--- src/hdl/ufr_pkg.sv ---
`default_nettype none

package ufr_pkg;

    localparam int SET_SIZE = 64;
    localparam int IDX_W    = $clog2(SET_SIZE);
    localparam int ENTRY_W  = IDX_W + 1;
    localparam int ELEM_W   = 6;

    typedef logic [IDX_W-1:0]          idx_t;
    typedef logic signed [ENTRY_W-1:0] entry_t;
    typedef logic [ELEM_W-1:0]         elem_t;

    typedef enum logic [3:0] {
        ST_IDLE,
        ST_CHECK,
        ST_CHASE_A,
        ST_CHASE_B,
        ST_CMP,
        ST_LINK,
        ST_LINK2,
        ST_DONE1,
        ST_DONE0
    } step_t;

    typedef enum logic [2:0] {
        C_ALWAYS,
        C_START,
        C_BAD,
        C_ROOT,
        C_SAME,
        C_TIE
    } cond_t;

    typedef enum logic [1:0] {
        CUR_HOLD,
        CUR_IN,
        CUR_FOLLOW
    } cur_op_t;

    typedef enum logic [1:0] {
        CAP_NONE,
        CAP_A,
        CAP_B
    } cap_op_t;

    typedef enum logic [1:0] {
        WR_NONE,
        WR_LINK,
        WR_RB_RA
    } wr_op_t;

    typedef enum logic [1:0] {
        OUT_NONE,
        OUT_ZERO,
        OUT_ONE
    } out_op_t;

    // one microcode word
    typedef struct packed {
        cond_t   cond;
        step_t   jmp;
        step_t   nxt;
        cur_op_t cur;
        cap_op_t cap;
        wr_op_t  wr;
        out_op_t out;
        logic    idle;
    } ctrl_t;

    // datapath flags seen by the sequencer
    typedef struct packed {
        logic bad;
        logic root;
        logic same;
        logic tie;
    } stat_t;

    // microcode rom: cond true -> jmp, else nxt
    function automatic ctrl_t ucode(step_t s);
        ctrl_t c;
        c = '{cond: C_ALWAYS, jmp: ST_IDLE, nxt: ST_IDLE, cur: CUR_HOLD,
              cap: CAP_NONE, wr: WR_NONE, out: OUT_NONE, idle: 1'b0};
        case (s)
            ST_IDLE:
            begin
                c.cond = C_START;
                c.jmp  = ST_CHECK;
                c.nxt  = ST_IDLE;
                c.cur  = CUR_IN;
                c.idle = 1'b1;
            end
            ST_CHECK:
            begin
                c.cond = C_BAD;
                c.jmp  = ST_DONE0;
                c.nxt  = ST_CHASE_A;
            end
            ST_CHASE_A:
            begin
                c.cond = C_ROOT;
                c.jmp  = ST_CHASE_B;
                c.nxt  = ST_CHASE_A;
                c.cur  = CUR_FOLLOW;
                c.cap  = CAP_A;
            end
            ST_CHASE_B:
            begin
                c.cond = C_ROOT;
                c.jmp  = ST_CMP;
                c.nxt  = ST_CHASE_B;
                c.cur  = CUR_FOLLOW;
                c.cap  = CAP_B;
            end
            ST_CMP:
            begin
                c.cond = C_SAME;
                c.jmp  = ST_DONE0;
                c.nxt  = ST_LINK;
            end
            ST_LINK:
            begin
                c.cond = C_TIE;
                c.jmp  = ST_LINK2;
                c.nxt  = ST_DONE1;
                c.wr   = WR_LINK;
            end
            ST_LINK2:
            begin
                c.jmp = ST_DONE1;
                c.wr  = WR_RB_RA;
            end
            ST_DONE1:
            begin
                c.jmp = ST_IDLE;
                c.out = OUT_ONE;
            end
            ST_DONE0:
            begin
                c.jmp = ST_IDLE;
                c.out = OUT_ZERO;
            end
            default:
            begin
                c.jmp = ST_IDLE;
            end
        endcase
        return c;
    endfunction

endpackage

`default_nettype wire

--- src/hdl/ufr_ram.sv ---
`default_nettype none

module ufr_ram #(
    parameter int WIDTH = 8,
    parameter int DEPTH = 64
) (
    input  wire logic                     clk,
    input  wire logic                     we,
    input  wire logic [$clog2(DEPTH)-1:0] waddr,
    input  wire logic [WIDTH-1:0]         wdata,
    input  wire logic [$clog2(DEPTH)-1:0] raddr,
    output logic      [WIDTH-1:0]         rdata
);

    logic [WIDTH-1:0] mem [DEPTH];

    always_ff @(posedge clk)
    begin
        if (we)
        begin
            mem[waddr] <= wdata;
        end
        rdata <= mem[raddr];
    end

endmodule

`default_nettype wire

--- src/hdl/ufr_seq.sv ---
`default_nettype none

module ufr_seq (
    input  wire logic           clk,
    input  wire logic           rst_n,
    input  wire logic           start,
    input  wire ufr_pkg::stat_t stat,
    output ufr_pkg::ctrl_t      ctl,
    output logic                busy
);

    ufr_pkg::step_t step_reg;
    ufr_pkg::step_t step_next;
    logic           cond_true;

    always_ff @(posedge clk or negedge rst_n)
    begin
        if (!rst_n)
        begin
            step_reg <= ufr_pkg::ST_IDLE;
        end
        else
        begin
            step_reg <= step_next;
        end
    end

    always_comb
    begin
        case (ctl.cond)
            ufr_pkg::C_ALWAYS: cond_true = 1'b1;
            ufr_pkg::C_START:  cond_true = start;
            ufr_pkg::C_BAD:    cond_true = stat.bad;
            ufr_pkg::C_ROOT:   cond_true = stat.root;
            ufr_pkg::C_SAME:   cond_true = stat.same;
            ufr_pkg::C_TIE:    cond_true = stat.tie;
            default:           cond_true = 1'b1;
        endcase
        step_next = cond_true ? ctl.jmp : ctl.nxt;
    end

    always_comb
    begin
        ctl  = ufr_pkg::ucode(step_reg);
        busy = !ctl.idle;
    end

    a_strobe_then_idle: assert property (@(posedge clk) disable iff (!rst_n)
        ctl.out != ufr_pkg::OUT_NONE |=> step_reg == ufr_pkg::ST_IDLE)
        else $error("result strobe not followed by idle");

    a_accept_to_check: assert property (@(posedge clk) disable iff (!rst_n)
        start && ctl.idle |=> step_reg == ufr_pkg::ST_CHECK)
        else $error("accepted request did not enter range check");

    a_merge_after_write: assert property (@(posedge clk) disable iff (!rst_n)
        step_reg == ufr_pkg::ST_DONE1 |-> $past(ctl.wr) != ufr_pkg::WR_NONE)
        else $error("merge reported without a table write");

endmodule

`default_nettype wire

--- src/hdl/ufr_dp.sv ---
`default_nettype none

module ufr_dp (
    input  wire logic           clk,
    input  wire logic           rst_n,
    input  wire ufr_pkg::ctrl_t ctl,
    input  wire ufr_pkg::elem_t elem_a,
    input  wire ufr_pkg::elem_t elem_b,
    output ufr_pkg::stat_t      stat,
    output logic                done,
    output logic                merged
);

    ufr_pkg::idx_t   cur_reg;
    ufr_pkg::idx_t   cur_next;
    ufr_pkg::elem_t  b_reg;
    logic            bad_reg;
    ufr_pkg::idx_t   ra_reg;
    ufr_pkg::idx_t   rb_reg;
    ufr_pkg::entry_t va_reg;
    ufr_pkg::entry_t vb_reg;
    logic [ufr_pkg::SET_SIZE-1:0] vld_reg;
    logic            rvld_reg;

    logic [ufr_pkg::ENTRY_W-1:0] rdata;
    ufr_pkg::entry_t entry;
    logic            is_root;
    logic            wr_en;
    ufr_pkg::idx_t   waddr;
    ufr_pkg::entry_t wdata;

    // entries never written read as a rank-zero root
    assign entry   = rvld_reg ? ufr_pkg::entry_t'(rdata) : '1;
    assign is_root = entry[ufr_pkg::ENTRY_W-1]
        || ({1'b0, entry} >= (ufr_pkg::ENTRY_W + 1)'(ufr_pkg::SET_SIZE));

    always_comb
    begin
        case (ctl.cur)
            ufr_pkg::CUR_HOLD:   cur_next = cur_reg;
            ufr_pkg::CUR_IN:     cur_next = ufr_pkg::idx_t'(elem_a);
            ufr_pkg::CUR_FOLLOW: cur_next = is_root ? ufr_pkg::idx_t'(b_reg)
                                                    : entry[ufr_pkg::IDX_W-1:0];
            default:             cur_next = cur_reg;
        endcase
    end

    always_ff @(posedge clk)
    begin
        cur_reg <= cur_next;
        if (ctl.cur == ufr_pkg::CUR_IN)
        begin
            b_reg   <= elem_b;
            bad_reg <= (32'(elem_a) >= ufr_pkg::SET_SIZE)
                    || (32'(elem_b) >= ufr_pkg::SET_SIZE);
        end
        // last capture of a chase lands on the root
        if (ctl.cap == ufr_pkg::CAP_A)
        begin
            ra_reg <= cur_reg;
            va_reg <= entry;
        end
        if (ctl.cap == ufr_pkg::CAP_B)
        begin
            rb_reg <= cur_reg;
            vb_reg <= entry;
        end
    end

    // roots hold -(rank+1): smaller value means higher rank
    always_comb
    begin
        wr_en = 1'b1;
        waddr = ra_reg;
        wdata = ufr_pkg::entry_t'({1'b0, rb_reg});
        case (ctl.wr)
            ufr_pkg::WR_NONE:
            begin
                wr_en = 1'b0;
            end
            ufr_pkg::WR_LINK:
            begin
                if (va_reg < vb_reg)
                begin
                    waddr = rb_reg;
                    wdata = ufr_pkg::entry_t'({1'b0, ra_reg});
                end
                else if (va_reg > vb_reg)
                begin
                    waddr = ra_reg;
                    wdata = ufr_pkg::entry_t'({1'b0, rb_reg});
                end
                else
                begin
                    waddr = ra_reg;
                    wdata = va_reg - ufr_pkg::entry_t'(1);
                end
            end
            ufr_pkg::WR_RB_RA:
            begin
                waddr = rb_reg;
                wdata = ufr_pkg::entry_t'({1'b0, ra_reg});
            end
            default:
            begin
                wr_en = 1'b0;
            end
        endcase
    end

    always_ff @(posedge clk or negedge rst_n)
    begin
        if (!rst_n)
        begin
            vld_reg  <= '0;
            rvld_reg <= 1'b0;
        end
        else
        begin
            if (wr_en)
            begin
                vld_reg[waddr] <= 1'b1;
            end
            rvld_reg <= vld_reg[cur_next];
        end
    end

    ufr_ram #(
        .WIDTH(ufr_pkg::ENTRY_W),
        .DEPTH(ufr_pkg::SET_SIZE)
    ) u_table (
        .clk  (clk),
        .we   (wr_en),
        .waddr(waddr),
        .wdata(wdata),
        .raddr(cur_next),
        .rdata(rdata)
    );

    always_comb
    begin
        stat.bad  = bad_reg;
        stat.root = is_root;
        stat.same = (ra_reg == rb_reg);
        stat.tie  = (va_reg == vb_reg);
        done      = (ctl.out != ufr_pkg::OUT_NONE);
        merged    = (ctl.out == ufr_pkg::OUT_ONE);
    end

    a_no_self_link: assert property (@(posedge clk) disable iff (!rst_n)
        wr_en |-> !(!wdata[ufr_pkg::ENTRY_W-1] && wdata[ufr_pkg::IDX_W-1:0] == waddr))
        else $error("table write links an element to itself");

endmodule

`default_nettype wire

--- src/hdl/union_find_by_rank.sv ---
`default_nettype none

// Disjoint-set union by rank over a 64-entry parent table, no path compression.
// A request (elem_a, elem_b) is taken at a clock edge where start is high and
// busy is low; exactly one result follows, shown on merged while done is high
// for a single cycle, and the receiver cannot stall it. A small microcode
// sequencer walks parent links one per cycle, since the registered table read
// supplies the next address. A merging request writes the table once, or twice
// on a rank tie, before its result strobe, and a request whose elements already
// share a root writes nothing. The link count from each element to its root is
// at most log2 of the table size; an out-of-range index ends the request with
// merged low, and the block is ready again the cycle after the strobe. The table
// reads as all rank-zero roots right after reset, with no clearing pass.

module union_find_by_rank (
    input  wire logic           clk,
    input  wire logic           rst_n,
    input  wire logic           start,
    input  wire ufr_pkg::elem_t elem_a,
    input  wire ufr_pkg::elem_t elem_b,
    output logic                busy,
    output logic                done,
    output logic                merged
);

    ufr_pkg::ctrl_t ctl;
    ufr_pkg::stat_t stat;

    ufr_seq u_seq (
        .clk  (clk),
        .rst_n(rst_n),
        .start(start),
        .stat (stat),
        .ctl  (ctl),
        .busy (busy)
    );

    ufr_dp u_dp (
        .clk   (clk),
        .rst_n (rst_n),
        .ctl   (ctl),
        .elem_a(elem_a),
        .elem_b(elem_b),
        .stat  (stat),
        .done  (done),
        .merged(merged)
    );

endmodule

`default_nettype wire
--- config.mk ---
export PLATFORM = sky130hd
export DESIGN_NAME = union_find_by_rank
export DESIGN_NICKNAME = d
export VERILOG_FILES = /design/src/hdl/ufr_pkg.sv /design/src/hdl/ufr_ram.sv /design/src/hdl/ufr_seq.sv /design/src/hdl/ufr_dp.sv /design/src/hdl/union_find_by_rank.sv
export SDC_FILE = /design/constraint.sdc
export NUM_CORES = 1
export LEC_CHECK = 0
export ABC_AREA = 1
export BUFFER_PORTS_ARGS = -buffer_cell sky130_fd_sc_hd__buf_4
export CORE_UTILIZATION = 35
export CTS_CLUSTER_SIZE = 16
export DETAILED_ROUTE_END_ITERATION = 10
export SLEW_MARGIN = 0
export SYNTH_ARGS = -nofsm -noshare
export SYNTH_HDL_FRONTEND = slang
export SYNTH_SLANG_ARGS = --single-unit
--- constraint.sdc ---
create_clock -name clk -period 6.9 [get_ports clk]
set_input_delay 0.345 -clock clk [delete_from_list [all_inputs] [get_ports clk]]
set_output_delay 0.345 -clock clk [all_outputs]
set_load 0.005 [all_outputs]
; Word level (Yosys, flattened, before mapping)
; Memories as Yosys holds them, arrays and structs flattened. A register that Yosys moved wholly into a read port is not among the register bits.
; Cells that the tools add are included.
[word_totals]
n_memories = 1
elab_cells = 74
latchBits = 0
ff_bits = 107
ram_bits = 448
rom_bits = 0
[mem_list]
columns = name, depth, width, read_ports, rd_clocked_by_memory_dff, write_ports, line_no
row1 = u_dp.u_table.mem, 64, 7, 1, 1, 1, ufr_ram.sv:15  ; logic [WIDTH-1:0] mem [DEPTH];
[op_classes]
magnitude_cmp = 6
bitwise = 1
n_mul = 0
mux = 25
eq_ne = 22
add_sub_neg = 1
reduce_logical = 9
div = 0
shifts = 0
[op_table]
columns = op, count
row1 = 64-bit OR, 1
row2 = 4-bit one-hot mux with 6 select lines, 1
row3 = 6-bit one-hot mux with 2 select lines, 2
row4 = 7-bit 2-to-1 mux, 3
row5 = 4-bit by 3-bit equality test with 1-bit output (second input constant), 4
row6 = 2-bit one-hot mux with 2 select lines, 4
row7 = 3-bit one-hot mux with 5 select lines, 1
row8 = 6-bit by 7-bit < comparator with 1-bit output (second input constant), 2
row9 = 7-bit one-hot mux with 2 select lines, 1
row10 = 6-bit 2-to-1 mux, 2
row11 = 3-bit one-hot mux with 4 select lines, 1
row12 = 2-bit equality test (second input constant), 4
row13 = 4-bit by 2-bit equality test with 1-bit output (second input constant), 2
row14 = 2-bit OR reduction, 4
row15 = 7-bit equality test, 1
row16 = 7-bit greater-or-equal comparator (second input constant), 1
row17 = 7-bit greater-than comparator, 1
row18 = 7-bit < comparator, 1
row19 = 7-bit by 2-bit subtractor with 7-bit output (second input constant), 1
row20 = 1-bit binary-select mux with 6-bit select, 1
row21 = 1-bit demux with 6-bit select, 1
row22 = 2-bit by 1-bit equality test with 1-bit output (second input constant), 3
row23 = 3-bit by 2-bit equality test with 1-bit output (second input constant), 2
row24 = 3-bit equality test (second input constant), 2
row25 = 13 further kinds, 18

; Longest topological paths before layout
; Gate-level depths: netlist of run 1.
[logic_depth]
depth_word = 9
depth_mapped = 18
ltp_nobuf = 17

; Modules after synthesis
; A second synthesis of run 1 with hierarchy kept.
[hier_totals]
cells_unflattened = 2327
hier_area_um2 = 24471.0
[by_module_without_submodules]
columns = mod, n_inst, area_per_inst_um2, seq_area_each_um2, cells_each
row1 = ufr_ram, 1, 18545.3, 13593.0, 1590
row2 = ufr_dp, 1, 5537.8, 2707.6, 675
row3 = ufr_seq, 1, 387.9, 100.1, 62

; Least setup slack after synthesis of run 1
; Ideal clock, no wire load.
[synth_timing]
path_kind = reg-to-reg
from = register u_seq.step_reg[3]
to = memory u_dp.u_table.mem[0][0] (netlist name), data pin
slack_ns = 2.744
n_path_buf = 2
setup_ns = 0.565
arrival_ns = 3.591
period_less_slack_ns = 4.156
required_time_ns = 6.335
stages_incl_launch_ff = 12
path_cell_list = dfrtp_1 > inv_1 > nand2_1 > nor2_1 > inv_1 > nor2_1 > inv_1 > ha_1 > buf_2 > clkinv_1 > clkbuf_1 > a22oi_1
[synth_via]
elab_chain_cells = 4
[synth_lines]
columns = element, line_no
row1 = "start, declared", ufr_seq.sv:12  ; ufr_pkg::step_t step_reg;
row2 = "start signal, assigned", ufr_seq.sv:20  ; step_reg <= ufr_pkg::ST_IDLE;
row3 = "start signal, assigned", ufr_seq.sv:24  ; step_reg <= step_next;
row4 = 4-bit by 3-bit equality test with 1-bit output, ufr_pkg.sv:84  ; case (s)
row5 = 2-bit one-hot mux with 2 select lines *, ufr_pkg.sv:84
row6 = 2-bit equality test or 2-bit by 1-bit equality test with 1-bit output (tied branches), ufr_dp.sv:76  ; case (ctl.wr)
row7 = 7-bit one-hot mux with 2 select lines *, ufr_dp.sv:76
row8 = named net u_dp.u_table.wdata[0], ufr_ram.sv:10  ; input wire logic [WIDTH-1:0] wdata,
row9 = "end, declared", ufr_ram.sv:15
; Mark *: on every way through the listed nets, which the timed path passes. The rest lies on a longest branch.

; Worst setup path in the final report of run 1
[layout_timing]
from = register u_seq.step_reg[2]
to = register u_dp.u_table.rdata[4], read port of u_dp.u_table.mem
[layout_via]
elab_chain_cells = 5
[layout_lines]
columns = element, line_no
row1 = 4-bit by 2-bit equality test with 1-bit output, ufr_pkg.sv:84
row2 = 2-bit OR reduction (no source line), -
row3 = 2-bit one-hot mux with 2 select lines *, ufr_pkg.sv:84
row4 = 2-bit equality test or 2-bit by 1-bit equality test with 1-bit output (tied branches), ufr_dp.sv:39  ; case (ctl.cur)
row5 = 6-bit one-hot mux with 2 select lines *, ufr_dp.sv:39
row6 = "end, declared", ufr_ram.sv:12  ; output logic [WIDTH-1:0] rdata
; Every way passes the cells marked *; elsewhere a longest branch is shown, timed or not.
; A chain may end at the register's enable or synchronous reset.

==> metrics.txt, run 1 <==
status finished with violations; failing checks DRC; Final Critical Period 5079 ps; final setup vio count 0; total congestion overflow 0; Seq/Total Area, Yosys about 63%; mean post-synth cell area slightly above 10 um2; CP Max Fanout 107; Ports 18; Fin. Hold Viols 0; max reg flops between 400 and 500; WL per Instance 19.82 um; relative slew slack roughly 17%; htree depth 2; GRT met1 Usage 24.92%; root buffer cell clkbuf_16; CORE AREA 73080 um2; syn_nets between 2000 and 3000; CP max stage cell buf_4; layout cells sized above 1 slightly below 8%; R2R Setup Slk between 1500 and 2000 ps; CTS clk-pin slew, worst paths roughly 60 ps; most used routing layer met2; maxcap violations 0; type of origin of the critical path register; met3 Usage GRT ~2.7%; die area ~75000 um2; Post-Synthesis Cells approximately 2500; pre-CTS setup slack slightly below 2000 ps; Worst setup EP type register; RSZ-0062 raised after global routing false; Critical Path RT between 7000 and 8000 ps; WHS roughly 120 ps; Row Count 99; routed wire length roughly 70 mm; Top FF cell, synth edfxtp_1; slew of the pin with the lowest slew margin ~1200 ps; Via-to-Cell Ratio slightly above 5; Die Y-Extent between 200 and 300 um; Sum Neg Setup Slack 0 ps; number of setup buffers added after CTS 0; Fmax approximately 0.2 GHz; post-synth cell types 42; clk_lat worst skew 630 ps; first-pass GRT wire length about 110 mm; hold crit path type input pin to register; post-route ant nets 0; die width between 200 and 300 um; worst setup path endpoint u_dp.u_table.rdata[4]; CTS tree done; data arrival time of the worst path around 5600 ps; drc violations 2; Layout area overhead 11.12%; fin. max-slew vios 0; largest net degree at the start of global routing 203; Initial DRT Pass Iterations 8; Port Buffers 17; top cells by count, synth 568 x nand3_1, 480 x edfxtp_1, 436 x nand2_1; clk buf depth 3; FFs w/ async S/R, synth between 10 and 15%; count leader, synth nand3_1; R2R Path End u_dp.u_table.rdata[4]; worst hold path startpoint elem_a[1]; routability cong. around 0.88; Worst Setup SP u_seq.step_reg[2]; FF-to-FF Start u_seq.step_reg[2]; synthesis-stage register bit count about 560; crit-path cells nor2_1, inv_1, nor2_1, ha_1, a21oi_1, nand2_4, buf_4, buf_4, nand3b_1, nand3_1, nand3_1, nand3_1, nand3_1, nand3_1, nand2_1; CTS Buf Count 58; crit-path max cell delay between 1000 and 1500 ps; top cell type's share of synthesized area 55.68%; diode count 0; final core occ 39.36%; vias in the first global route around 18000; initial antenna violation count 2; FF-to-FF path depth 15; Final Skew between 20 and 30 ps; met2 Use GR roughly 30%; DR iter-0 viols 2071; fill count just over 7000; critical path type register to register; synth warn 0; Synth area leader edfxtp_1; # nets final 2520; Post-synth EDFFs 480; Cell Area, Synth ~26000 um2; Final period util roughly 74%; DR vias roughly 18000; worst setup margin about 1800 ps; initial core utilization a little over a third; DP HPWL a little over 40 mm; synth top area cells edfxtp_1 56%, nand3_1 11%, dfrtp_1 6.7%; CP most frequent cell nand3_1; CTS Sinks 562; total track usage between 10% and 20%
-- stage by stage --
stage	instance area, um2	instances
2_1_floorplan	25890	2526
3_3_place_gp	26700	3384
3_5_place_dp	26700	3384
4_1_cts	28760	3501
5_1_grt	28760	3501
6_report	28760	3501
-- worst min-delay path by stage --
stage,endpoint,slack [ps],cells after the start
2_1_floorplan,u_dp.rvld_reg,50,0
3_3_place_gp,u_dp.vld_reg[62],430,2
3_5_place_dp,u_dp.vld_reg[53],440,2
4_1_cts,u_dp.cur_reg[1],100,3
5_1_grt,u_dp.cur_reg[1],140,3
6_report,u_dp.cur_reg[1],120,3
-- final cells by class --
class                   instances  area (um2)  area share (%)
flip-flops and latches        562       16400           57.02
multi-input cells            1389        7142           24.83
inverters                     430        1614           5.611
clock buffers                  75        1546           5.376
well taps                     959        1200           4.172
clock inverters                35       447.9           1.557
repair buffers                 51       412.9           1.435
-- layer usage --
| layer | vias to the layer above | part of all wire, % | routed length, um |
|---|---|---|---|
| met4 | 2 | 2.7 | 1890 |
| met3 | 128 | 7.4 | 5170 |
| li1 | 8387 | - | - |
| met2 | 739 | 48 | 33290 |
| met5 | - | 0.019 | 13 |
| met1 | 8876 | 42 | 29040 |
-- layout by cell type, fill, tap and decap left out, types with 3 or more instances in the layout --
master         instances
a21oi_4                3
a21oi_1               28
edfxtp_1             480
nor4_1                 3
ha_1                  13
clkinv_2              14
clkbuf_16             59
clkinvlp_4             4
nand3_2               12
nand4_1                3
dfrtp_1               69
clkinv_1               6
nand2_1              435
inv_1                417
o21ai_1               34
a22oi_2                6
nand3_1              568
inv_2                 12
nand3b_1             154
buf_4                 43
nand2_2                7
dlygate4sd3_1          7
o22ai_1                7
xor2_1                 3
nand2_4                4
o21ai_0               20
clkbuf_1              15
or2_2                  4
bufinv_16             10
dfxtp_1               13
nor2_4                 4
nor2_1                58
nor2_2                 5
-- timing repair --
item	CTS	global route
hold buffers	7	0
resized for setup	0	0
hold endpoints to repair	75	0
setup endpoints to repair	0	0
-- cell families after synthesis --
kind of cell / count (synthesis) / share of synthesized area (%)
AOI/OAI and AO/OA: 109 / 2.412
xor gates and xnor gates: 5 / 0.1692
adders and majority gates: 13 / 0.6284
buffers and inverters: 575 / 9.445
DFF: 562 / 63.36
and+or+nand+nor: 1262 / 23.99
-- worst max-delay path: cells and delay by family, from the launching register on --
family                   cells  cell delay, ps
AO/OA/AOI/OAI                1             180
adder cells (fa/ha/maj)      1             450
buffers and inverters        3            1910
flip-flops                   1             410
AND/OR/NAND/NOR             10            1850
Power of run 1 is left out: the tool's default activity adds up to more than one toggle a clock period on the data nets, which glitch-free logic cannot reach.
==> run 2: changes to the inputs <==
ABC_AREA = 0   (was 1)
clock period = 4.3 ns   (was 6.9 ns; I/O delays follow)
==> run 2 against run 1 <==
Compared with the run above:
- the run now ends clean
- count of clock-buffer cells in the layout increased by 6
- non-clock buffer count increased by 137
- sequential cell count unchanged
- critical path depth decreased by 4
- clock skew decreased by 1.5 ps
- cell count decreased by 12%
- setup slack got worse by 1800 ps
- via count increased by 5.7%
- largest cell class unchanged
==> metrics.txt, run 2 <==
status finished clean; # nets final approximately 2100; hold crit path type input pin to register; synthesis-stage register bit count roughly 560; initial core utilization approximately 35%; Critical Path RT roughly 4800 ps; Fin. Hold Viols 0; Worst setup EP type register; hold path depth 5; synth warn 0; synth top area cells edfxtp_1 55%, dfrtp_1 6.6%, a211oi_1 3.2%; Final Critical Period ~4200 ps; max reg flops 448; die width roughly 280 um; Initial DRT Pass Iterations 6; routability cong. 0.8869; CTS Buf Count between 50 and 60; slew of the pin with the lowest slew margin 1242 ps; fin. max-slew vios 0; initial antenna violation count 2; Ports 18; R2R Setup Slk 50 ps; FFs w/ async S/R, synth roughly an eighth; CTS clk-pin slew, worst paths 60 ps; DR vias 19160; worst hold path startpoint start; layout cells sized above 1 between 10% and 20%; total congestion overflow 0; data arrival time of the worst path approximately 4700 ps; Final period util 98.72%; Row Count 100; relative slew slack between 10% and 20%; most common cell after layout, fill and taps aside edfxtp_1; root buffer cell clkbuf_16; htree depth 2; FF-to-FF path depth 11; CTS tree done; syn_nets approximately 2100; Post-Synthesis Cells 2023; Via-to-Cell Ratio 6.211; cell area after layout 30680 um2; type of origin of the critical path register; DR iter-0 viols 2836; maxcap violations 0; Fmax between 0.2 and 0.25 GHz; clk_lat worst skew around 640 ps; CTS Sinks between 500 and 600; Layout area overhead 16.45%; CORE AREA 74450 um2; first-pass GRT wire length ~120 mm; top cell type's share of synthesized area between 50 and 60%; DP HPWL 50.97 mm; largest net degree at the start of global routing between 100 and 150; routed wire length 81.76 mm; diode count 0; total track usage between 20% and 30%; clk buf depth 3; Synth area leader edfxtp_1; Top FF cell, synth edfxtp_1; mean post-synth cell area about 13 um2; Die Y-Extent 276.4 um; critical path type register to register; Final Skew 28.07 ps; vias in the first global route 18760; Sum Neg Setup Slack 0 ps; CP Max Fanout 36; Port Buffers 17; most frequent cells in the layout 480 x edfxtp_1, 159 x buf_4, 125 x nand2_1; FF-to-FF Start u_seq.step_reg[1]; RSZ-0062 raised after global routing false; worst setup margin around 55 ps; post-synth cell types a little under 80; WL per Instance between 20 and 30 um; Min-Delay Endpoint u_seq.step_reg[1]; die area 76370 um2; drc violations 0; Post-synth EDFFs 480; R2R Path End u_dp.u_table.rdata[0]; top cells by count, synth 480 x edfxtp_1, 138 x clkbuf_1, 125 x nand2_1; count leader, synth edfxtp_1; final setup vio count 0; dpl cell area 28450 um2; Cell Area, Synth 26350 um2; post-route ant nets 0; pre-CTS setup slack -127.5 ps; Seq/Total Area, Yosys ~62%
run 2: cell count changes in the layout (fill, tap and decap cells not counted), moves of 79 or more:
cell and change:
inv_1 -338, nand3b_1 -153, mux2i_1 +79, and3_1 +99, a211oi_1 +106, buf_4 +116
nand2_1 -310, nand3_1 -562
run 2: critical path: stages, from the launching register on:
cell and delay, ps:
dfrtp_1 470, nor4_1 410, inv_1 120, ha_1 340, and4b_4 270, a2111o_2 500
buf_4 270, and3_1 250, a2111oi_0 490, o32ai_1 160, o31ai_1 670, o22ai_1 140
run 2: repair_timing:
action                     in CTS  in global routing
resized for setup               6                 31
setup endpoints to repair      18                 85
buffers inserted                0                  0
hold endpoints to repair       75                  0
hold buffers                    7                  0
run 2: through the flow:
stage               hold WS [ps]  utilization (%)  std cells
floorplan                 -80.59                -       2023
global route               108.6            41.21       3085
global placement           388.5            38.21       2966
CTS                        80.58            40.98       3085
finish                     96.55            41.21       3085
detailed placement         396.2            38.22       2967
run 2: how the worst max path moves through the flow:
stage / start / depth (start not counted) / endpoint / slack, ps
2_1_floorplan: u_seq.step_reg[3] / 9 / u_dp.u_table.mem[0][1] / -220
3_3_place_gp: u_seq.step_reg[1] / 13 / u_dp.u_table.rdata[4] / -100
3_5_place_dp: u_seq.step_reg[0] / 12 / u_dp.u_table.rdata[3] / -130
4_1_cts: u_seq.step_reg[0] / 11 / u_dp.u_table.rdata[4] / 4
5_1_grt: u_dp.va_reg[1] / 10 / u_dp.u_table.mem[44][3] / 0.4
6_report: u_seq.step_reg[1] / 11 / u_dp.u_table.rdata[0] / 50
run 2: per-layer routing:
layer  routed length, um  vias to the layer above  global-route usage, %
met1               34020                     9647                  29.21
met3                7380                      178                  3.558
li1                    -                     8260                      -
met2               37820                     1077                  33.36
met5                   0                        -                      0
met4                2546                        0                  7.134
run 2: cell families (layout without fill, tap and decap cells):
logic type	after synthesis	after routing	share of synthesized area, %
flops	562	562	62.25
compound gates	649	649	19.61
mux	99	99	4.540
xor+xnor	10	10	0.3325
buf+inv	291	384	4.702
simple gates	399	399	7.946
fa+ha+maj	13	13	0.6174
run 2: cell type report:
cell class | count | area, um2
Sequential cell | 562 | 16400
Clock buffer | 81 | 1659
Tap cell | 969 | 1212
Inverter | 85 | 329.1
Clock inverter | 30 | 290.3
Fill cell | 6756 | 43770
Timing Repair Buffer | 188 | 1689
Multi-Input combinational cell | 1170 | 9096
Power of run 2 is left out for the same reason.
==> run 3: changes to the inputs <==
SETUP_SLACK_MARGIN = 0.2   (was default)
==> run 3 against run 2 <==
Compared with the run above:
- non-clock buffer count is 9 higher
- die area unchanged
- sequential share of layout area is 0.23 points lower
- via count about the same
- fmax up 6.2%
- register-to-register slack gained 250 ps
- critical path type unchanged
- critical path depth decreased by 1
- cell area increased by 0.44%
- largest cell class unchanged
==> metrics.txt, run 3 (same netlist as run 2, synthesis figures left out) <==
Final Skew between 30 and 40 ps; crit-path max cell delay about 940 ps; crit-path cells nand2b_1, nor3b_1, inv_1, ha_1, and2_0, a21oi_1, o211ai_1, or2_1, buf_12, nor3_1; DP HPWL slightly below 50 mm; slew of the pin with the lowest slew margin 1185 ps; relative slew slack approximately 20%; Final period util around 93%; fin. max-slew vios 0; layout cells sized above 1 roughly 18%; initial core utilization a little over a third; CP Buf/Inv Count 2; Final Critical Period about 4000 ps; RSZ-0062 raised after global routing true; R2R Setup Slk around 300 ps; Worst setup EP type register; Via-to-Cell Ratio slightly above 6; root buffer cell clkbuf_16; total congestion overflow 0; hold crit path type input pin to register; routed wire length a little over 80 mm; CP Max Fanout 11; DR vias around 19000; drc violations 0; die area 76370 um2; # nets final between 2000 and 2500; htree depth 2; CTS clk-pin slew, worst paths around 60 ps; status finished clean; vias in the first global route 18630; max reg flops 448; data arrival time of the worst path about 4300 ps; total track usage between 20% and 30%; Fmax 0.2502 GHz; type of origin of the critical path register; Ports 18; clk buf depth 3; Layout area overhead 16.95%; fill count roughly 6700; most common cell after layout, fill and taps aside edfxtp_1; Initial DRT Pass Iterations 6; most frequent cells in the layout 480 x edfxtp_1, 170 x buf_4, 124 x nand2_1; final setup vio count 0; DR iter-0 viols 2345; post-route ant nets 0; CP max stage cell nor3_1; CP delay by family, top simple AND/OR/NAND/NOR gates; Die Y-Extent ~280 um; diode count 0; CORE AREA between 70000 and 80000 um2; Fin. Hold Viols 0; clk_lat worst skew around 640 ps; critical path type register to register; initial antenna violation count 0; largest net degree at the start of global routing about 160; first-pass GRT wire length about 120 mm; CTS Sinks about 560; maxcap violations 0; CTS tree done; Row Count 100; routability cong. around 0.88; CTS Buf Count 59; Port Buffers 17; Sum Neg Setup Slack 0 ps; Critical Path RT between 4000 and 5000 ps; die width about 280 um; WL per Instance around 26 um
run 3: cell types whose count changed in the layout (fill, tap and decap cells not counted), sizes merged:
cell / change
nand2: +1
clkbuf: -7
buf: +9
clkinvlp: +3
inv: -1
bufinv: +4
run 3: metrics by stage:
step	util (%)	cell area (um2)	std cells	setup WS, ps	hold WS [ps]
4_1_cts	41.17	30650	3091	204.3	59.84
6_report	41.39	30810	3094	303.5	126.7
3_3_place_gp	38.15	28400	2966	-20.89	386.4
2_1_floorplan	-	26350	2023	-222.6	-80.59
5_1_grt	41.39	30810	3094	163.6	131.4
3_5_place_dp	38.21	28450	2969	-42.52	394.5
run 3: per-layer routing:
metal	global-route usage [%]	part of all wire, %	vias to the layer above
met2	32.54	46	1006
met1	28.96	42	9700
met5	0	0	-
met4	7.334	3.4	0
li1	-	-	8291
met3	3.296	9.0	171
run 3: area by class of cell:
class                           count  area [um2]  share of cell area (%)
Tap cell                          969        1212                   3.935
Multi-Input combinational cell   1171        9126                   29.62
Clock inverter                     36       425.4                   1.381
Inverter                           85       331.6                   1.076
Sequential cell                   562       16400                   53.23
Clock buffer                       74        1594                   5.173
Timing Repair Buffer              197        1720                   5.584
run 3: final timing paths:
check,startpoint,end,depth (start not counted)
worst min-delay path,start,u_seq.step_reg[1],5
max in group asynchronous,rst_n,u_dp.vld_reg[44],2
worst min register to register,u_dp.vld_reg[3],u_dp.vld_reg[3],2
worst max register to register,u_seq.step_reg[3],u_dp.u_table.mem[34][3],10
worst max-delay path,u_seq.step_reg[3],u_dp.u_table.mem[34][3],10
min in group asynchronous,rst_n,u_seq.step_reg[1],2
run 3: timing repair:
action | CTS | global route
setup buffers | 4 | 3
pin swaps | 1 | 5
endpoints found under the hold margin | 75 | 0
gates resized for setup | 15 | 28
cloned | 1 | 0
hold buffers | 7 | 0
endpoints found under the setup margin | 10 | 116
run 3: worst min-delay path, cell delays in order:
cell and delay [ps]:
buf_4 80, nand3_1 60, nand2_1 80, a2111oi_2 70
o22ai_1 180
Power of run 3 is left out for the same reason.
